--- config.mk ---
export PLATFORM = sky130hd
export DESIGN_NAME = sli_controller
export DESIGN_NICKNAME = d
export VERILOG_FILES = /design/src/design/sli_pkg.sv /design/src/design/sli_controller.sv
export SDC_FILE = /design/constraint.sdc
export NUM_CORES = 1
export LEC_CHECK = 0
export ABC_AREA = 0
export BUFFER_PORTS_ARGS = -buffer_cell sky130_fd_sc_hd__buf_2
export CAP_MARGIN = 20
export CORE_AREA = 3 3 41 43
export DETAILED_ROUTE_END_ITERATION = 8
export DIE_AREA = 0 0 44 46
export PLACE_DENSITY = 0.73
export SYNTH_ARGS = -nofsm -noshare
export SYNTH_HDL_FRONTEND = slang
export SYNTH_SLANG_ARGS = --single-unit
--- constraint.sdc ---
create_clock -name clk -period 1.9 [get_ports clk]
set_input_delay 0.475 -clock clk [delete_from_list [all_inputs] [get_ports clk]]
set_output_delay 0.475 -clock clk [all_outputs]
set_load 0.005 [all_outputs]
--- src/design/sli_pkg.sv ---
// ----------------------------------------------------------------------------
// sli_pkg: shared types and constants for the sorted list insert block
// pool size, field widths, mode and status codes, controller/datapath structs
// ----------------------------------------------------------------------------
package sli_pkg;

	localparam int CAPACITY = 64;
	localparam int IDX_W    = $clog2(CAPACITY);
	localparam int CNT_W    = $clog2(CAPACITY + 1);
	localparam int LINK_W   = CNT_W;

	localparam int ADDR_W   = 64;
	localparam int TYPE_W   = 8;
	localparam int NAME_W   = 32;
	localparam int SLOT_W   = 6;
	localparam int MODE_W   = 2;
	localparam int STATUS_W = 2;

	// request modes
	localparam logic [MODE_W-1:0] MODE_INSERT = 2'd0;
	localparam logic [MODE_W-1:0] MODE_READ   = 2'd1;
	localparam logic [MODE_W-1:0] MODE_CLEAR  = 2'd2;

	// result status codes
	localparam logic [STATUS_W-1:0] ST_OK    = 2'd0;
	localparam logic [STATUS_W-1:0] ST_FULL  = 2'd1;
	localparam logic [STATUS_W-1:0] ST_EMPTY = 2'd2;

	// kind of result loaded into the output register
	localparam logic [1:0] RES_INSERT = 2'd0;
	localparam logic [1:0] RES_FULL   = 2'd1;
	localparam logic [1:0] RES_EMPTY  = 2'd2;
	localparam logic [1:0] RES_ENTRY  = 2'd3;

	typedef struct packed {
		logic [ADDR_W-1:0] addr;
		logic [TYPE_W-1:0] typ;
		logic [NAME_W-1:0] name_ref;
		logic [NAME_W-1:0] name_len;
	} sli_entry_t;

	typedef struct packed {
		logic       take;       // latch the incoming entry
		logic       ent_we;     // write the new entry into the pool
		logic       cur_init;   // start a walk at the head
		logic       rd_en;      // read the pool at the walk position
		logic       walk_adv;   // follow the link just read
		logic       link_we;    // write one link
		logic       link_sel;   // 0: link of new slot, 1: link of predecessor
		logic       head_set;   // new slot becomes the head
		logic       cnt_inc;    // one more slot taken
		logic       list_clear; // empty the list
		logic       res_load;   // load the output register
		logic [1:0] res_kind;
	} sli_cmd_t;

	typedef struct packed {
		logic used_zero;
		logic used_full;
		logic key_lt;     // new address below the one just read
		logic link_end;   // link just read ends the list
		logic step_last;  // this step reaches the entry count
		logic prev_valid;
	} sli_sts_t;

endpackage

--- src/design/sli_controller.sv ---
// ----------------------------------------------------------------------------
// sli_controller: sequencer for insert, read out and clear
// drives datapath commands and both channel handshakes
// ----------------------------------------------------------------------------
module sli_controller
	import sli_pkg::*;
(
	input  logic              clk,
	input  logic              arst_n,
	input  logic              in_valid,
	input  logic [MODE_W-1:0] in_mode,
	output logic              in_ready,
	output logic              out_valid,
	input  logic              out_ready,
	output sli_cmd_t          cmd,
	input  sli_sts_t          sts
);

	localparam logic [3:0] S_IDLE     = 4'd0;
	localparam logic [3:0] S_FULL     = 4'd1;
	localparam logic [3:0] S_EMPTY    = 4'd2;
	localparam logic [3:0] S_INS_WR   = 4'd3;
	localparam logic [3:0] S_INS_RD   = 4'd4;
	localparam logic [3:0] S_INS_CMP  = 4'd5;
	localparam logic [3:0] S_INS_LNK  = 4'd6;
	localparam logic [3:0] S_INS_LNK2 = 4'd7;
	localparam logic [3:0] S_INS_RES  = 4'd8;
	localparam logic [3:0] S_RD_RD    = 4'd9;
	localparam logic [3:0] S_RD_EMIT  = 4'd10;

	logic [3:0] state_q;
	logic [3:0] state_d;
	logic       out_valid_q;
	logic       out_free;
	logic       accept;

	assign in_ready  = (state_q == S_IDLE);
	assign accept    = in_valid && in_ready;
	assign out_free  = !out_valid_q || out_ready;
	assign out_valid = out_valid_q;

	always_comb begin
		cmd     = '0;
		state_d = state_q;
		unique case (state_q)
			S_IDLE: begin
				if (accept) begin
					priority if (in_mode == MODE_INSERT) begin
						if (sts.used_full) begin
							state_d = S_FULL;
						end else begin
							cmd.take = 1'b1;
							state_d  = S_INS_WR;
						end
					end else if (in_mode == MODE_READ) begin
						if (sts.used_zero) begin
							state_d = S_EMPTY;
						end else begin
							cmd.cur_init = 1'b1;
							state_d      = S_RD_RD;
						end
					end else if (in_mode == MODE_CLEAR) begin
						cmd.list_clear = 1'b1;
					end else begin
						state_d = S_IDLE;
					end
				end
			end
			S_FULL: begin
				if (out_free) begin
					cmd.res_load = 1'b1;
					cmd.res_kind = RES_FULL;
					state_d      = S_IDLE;
				end
			end
			S_EMPTY: begin
				if (out_free) begin
					cmd.res_load = 1'b1;
					cmd.res_kind = RES_EMPTY;
					state_d      = S_IDLE;
				end
			end
			S_INS_WR: begin
				cmd.ent_we   = 1'b1;
				cmd.cur_init = 1'b1;
				state_d      = sts.used_zero ? S_INS_LNK : S_INS_RD;
			end
			S_INS_RD: begin
				cmd.rd_en = 1'b1;
				state_d   = S_INS_CMP;
			end
			S_INS_CMP: begin
				if (sts.key_lt) begin
					state_d = S_INS_LNK;
				end else begin
					cmd.walk_adv = 1'b1;
					state_d      = (sts.link_end || sts.step_last) ? S_INS_LNK : S_INS_RD;
				end
			end
			S_INS_LNK: begin
				cmd.link_we  = 1'b1;
				cmd.link_sel = 1'b0;
				if (sts.prev_valid) begin
					state_d = S_INS_LNK2;
				end else begin
					cmd.head_set = 1'b1;
					state_d      = S_INS_RES;
				end
			end
			S_INS_LNK2: begin
				cmd.link_we  = 1'b1;
				cmd.link_sel = 1'b1;
				state_d      = S_INS_RES;
			end
			S_INS_RES: begin
				if (out_free) begin
					cmd.res_load = 1'b1;
					cmd.res_kind = RES_INSERT;
					cmd.cnt_inc  = 1'b1;
					state_d      = S_IDLE;
				end
			end
			S_RD_RD: begin
				cmd.rd_en = 1'b1;
				state_d   = S_RD_EMIT;
			end
			S_RD_EMIT: begin
				if (out_free) begin
					cmd.res_load = 1'b1;
					cmd.res_kind = RES_ENTRY;
					if (sts.link_end || sts.step_last) begin
						state_d = S_IDLE;
					end else begin
						cmd.walk_adv = 1'b1;
						state_d      = S_RD_RD;
					end
				end
			end
			default: begin
				state_d = S_IDLE;
			end
		endcase
	end

	always_ff @(posedge clk or negedge arst_n) begin
		if (!arst_n) begin
			state_q     <= S_IDLE;
			out_valid_q <= 1'b0;
		end else begin
			state_q <= state_d;
			if (cmd.res_load) begin
				out_valid_q <= 1'b1;
			end else if (out_ready) begin
				out_valid_q <= 1'b0;
			end
		end
	end

	// a pending result is never overwritten
	a_no_overwrite: assert property (@(posedge clk) disable iff (!arst_n)
		cmd.res_load |-> (!out_valid_q || out_ready))
		else $error("result register overwritten while pending");

endmodule

==> run metrics <==
CTS tree done; Crit Reg-Reg Startpoint state_q[0]; n_diodes 0; fmax 461.2 MHz; vias post-DR around 800; synthesized flop and latch total 5; clock buffer count from CTS 3; Final nets 136; worst-skew pair later-pin latency between 200 and 300 ps; Setup Viol. Count Final 11; RSZ-0062 raised after global routing true; die area just over 0.002 sq mm; placed insts about 120; worst slew pin tran about 440 ps; fraction of synthesized area in multiplexers 3.602%; ratio of cells with drive above 1 in the final layout ~62%; largest family of logic cells by synthesized area simple AND/OR/NAND/NOR gates; number of synthesized flops with an enable pin 0; Final GP Congestion 0.9094; Power Total around 1.8 mW; DRT iter0 DRCs 16; leakage 0.5116 nW; DP HPWL 1.406 mm; Clk pin slew, worst setup/hold paths around 50 ps; via/cell ratio just under 6; Syn Nets 89; initial core utilization 44.28%; final WL roughly 2.3 mm; XOR/XNOR Fraction of Synth Area 0%; GR Overflow Total 0; Critical path origin state_q[0]; clk sinks 5; Post-Layout Cell Count between 100 and 150; CP Capture Type output pin; period utilization 114.1%; critical setup path kind reg2out; post-synth top area share around a fifth; num ports 27; Max H-tree Level 1; clk buf depth 2; final worst setup slack -268.5 ps; top cells by area, synth dfrtp_1 (21%), nor2b_1 (6.4%), nand2b_1 (5.3%); vias in the first global route 741; # hold bufs at CTS 0; core box area 0.001334 sq mm; Synth Area in Compound Gates between 20% and 30%; Synth-to-Final Area Change 79.24%; Slew Limit Fails 0; cells along the critical path or2b_1, or4_1, o22ai_1, buf_2; count of cell types in the netlist 37; family with the most delay on the worst path simple AND/OR/NAND/NOR gates; global-route wire length before repair 3.243 mm; largest net degree at the start of global routing 19; worst min path class in2async; Post-synth top flop dfrtp_1; DRC Markers 0; maximum fanout along the worst path 3; Final Skew 6.752 ps; Yosys warning count 0; Final ANT Viol Nets 0; Mapped Cells between 70 and 80; CP max-delay cell or4_1; initial antenna violation count 0; Adder-Cell Fraction of Synth Area 0%; crit path launch type flop; Rows 13; largest area contributor in the netlist dfrtp_1; setup TNS -1322 ps; Final Hold Viols 0; worst path buffer plus inverter count 1; Place WS 12.84 ps; Avg Cell Area, Syn around 7.7 sq um; maxcap violations 0; Worst EP arrival approximately 1700 ps; Wirelength per Cell 16.30 microns; sequential share of the synthesized area approximately a fifth; CP Data Required Time roughly 1400 ps; min Tclk post-route 2168 ps; GRT Total Usage a little over a fifth; failing checks setup timing; CP peak stage delay slightly below 500 ps; port bufs 26; drt first pass iters 4; filler instances between 90 and 100; ys async rst share 100.0%; pwr dens between 1500 and 2000 mW/mm^2; Slew headroom 70.24%; worst vdd ir around 1.2 mV; die width between 40 and 50 microns; mapped cell area 590.6 sq um; Die H around 46 microns; Root Buffer clkbuf_4; Simple-Gate Fraction of Synth Area between 40 and 50%; status complete, but fails checks
-- layout by cell type (no fill, tap or decap), types with 2 or more instances in the layout --
cell type and instances:
a21oi_2 2, nand4_1 2, inv_1 3, nor3_2 5, buf_2 25, o211ai_1 2, clkbuf_4 3, nand2_1 5
nor2b_1 2, nor2b_2 2, nand2b_1 4, nor2b_4 2, a21oi_1 2, buf_4 14, dfrtp_1 5, buf_6 6
nor4_2 2, nor2_1 2
-- worst reg2reg max path: stages (launching register included) --
cell	delay [ps]
dfrtp_1	390
buf_4	140
buf_8	120
or3_4	370
buf_6	130
and4_4	190
a2111o_1	370
o211ai_1	200
-- routing by layer --
metal	global-route usage [%]	share of wire, %	up-vias	wire, microns
li1	-	-	380	-
met1	23.22	37	391	835
met2	41.86	56	34	1268
met3	3.557	5.9	2	133
met4	10.24	0.58	0	13
met5	0	0	-	0
-- path summary, 6_finish.rpt --
| kind | to | slack [ps] | cells after the start |
|---|---|---|---|
| worst max-delay path | cmd[8] | -270 | 4 |
| worst min-delay path | state_q[0] | 20 | 1 |
| worst max register to register | state_q[3] | -120 | 7 |
| worst min register to register | state_q[2] | 700 | 3 |
| max in group asynchronous | out_valid | 1750 | 1 |
| min in group clk | state_q[2] | 590 | 3 |
-- cells by family (layout without fill, tap and decap cells) --
| logic type | after synthesis | in the layout |
|---|---|---|
| AO/OA/AOI/OAI | 18 | 18 |
| buffers and inverters | 10 | 56 |
| flip-flops | 5 | 5 |
| multiplexers | 2 | 2 |
| AND/OR/NAND/NOR | 42 | 42 |
-- cells in the mapped netlist, types with 3 or more instances --
| cell | n |
|---|---|
| nor2b_1 | 6 |
| a21oi_1 | 5 |
| dfrtp_1 | 5 |
| nand2_1 | 5 |
| nor4_1 | 4 |
| nor3_1 | 6 |
| inv_1 | 5 |
| nand2b_1 | 5 |
| clkbuf_1 | 3 |
-- state kept, by name, summed over array words and instances (netlist names) --
register,cells
state_q,4
out_valid,1
-- where the power goes --
group | leakage (nW) | internal [mW] | switching [mW]
Sequential | 0.0641 | 0.158 | 0.0314
Combinational | 0.433 | 0.777 | 0.669
Clock | 0.0150 | 0.0801 | 0.0534
Total | 0.512 | 1.01 | 0.753
-- cell type report --
class                      instances  area (sq um)  share of cell area [%]
tap                               15         18.77                   1.773
inverter                           5         25.02                   2.364
timing repair buffer              47         332.8                   31.44
clock buffer                       4         26.28                   2.482
multi-input combinational         62         530.5                   50.12
sequential                         5         125.1                   11.82
-- repair_timing --
| item | in CTS | in global routing |
|---|---|---|
| endpoints found under the setup margin | 8 | 15 |
| pin swaps | 6 | 3 |
| resized for setup | 12 | 23 |
| buffers inserted | 9 | 2 |
-- per-stage QoR --
stage	area, sq um	hold slack, ps	util [%]
5_1_grt	1059	27.55	79.36
2_1_floorplan	590.6	179.4	-
4_1_cts	937.1	21.85	70.26
3_3_place_gp	787.0	289.0	59.01
6_report	1059	19.56	79.36
3_5_place_dp	787.0	291.4	59.01
No activity file was read; power rests on OpenSTA's default activity.
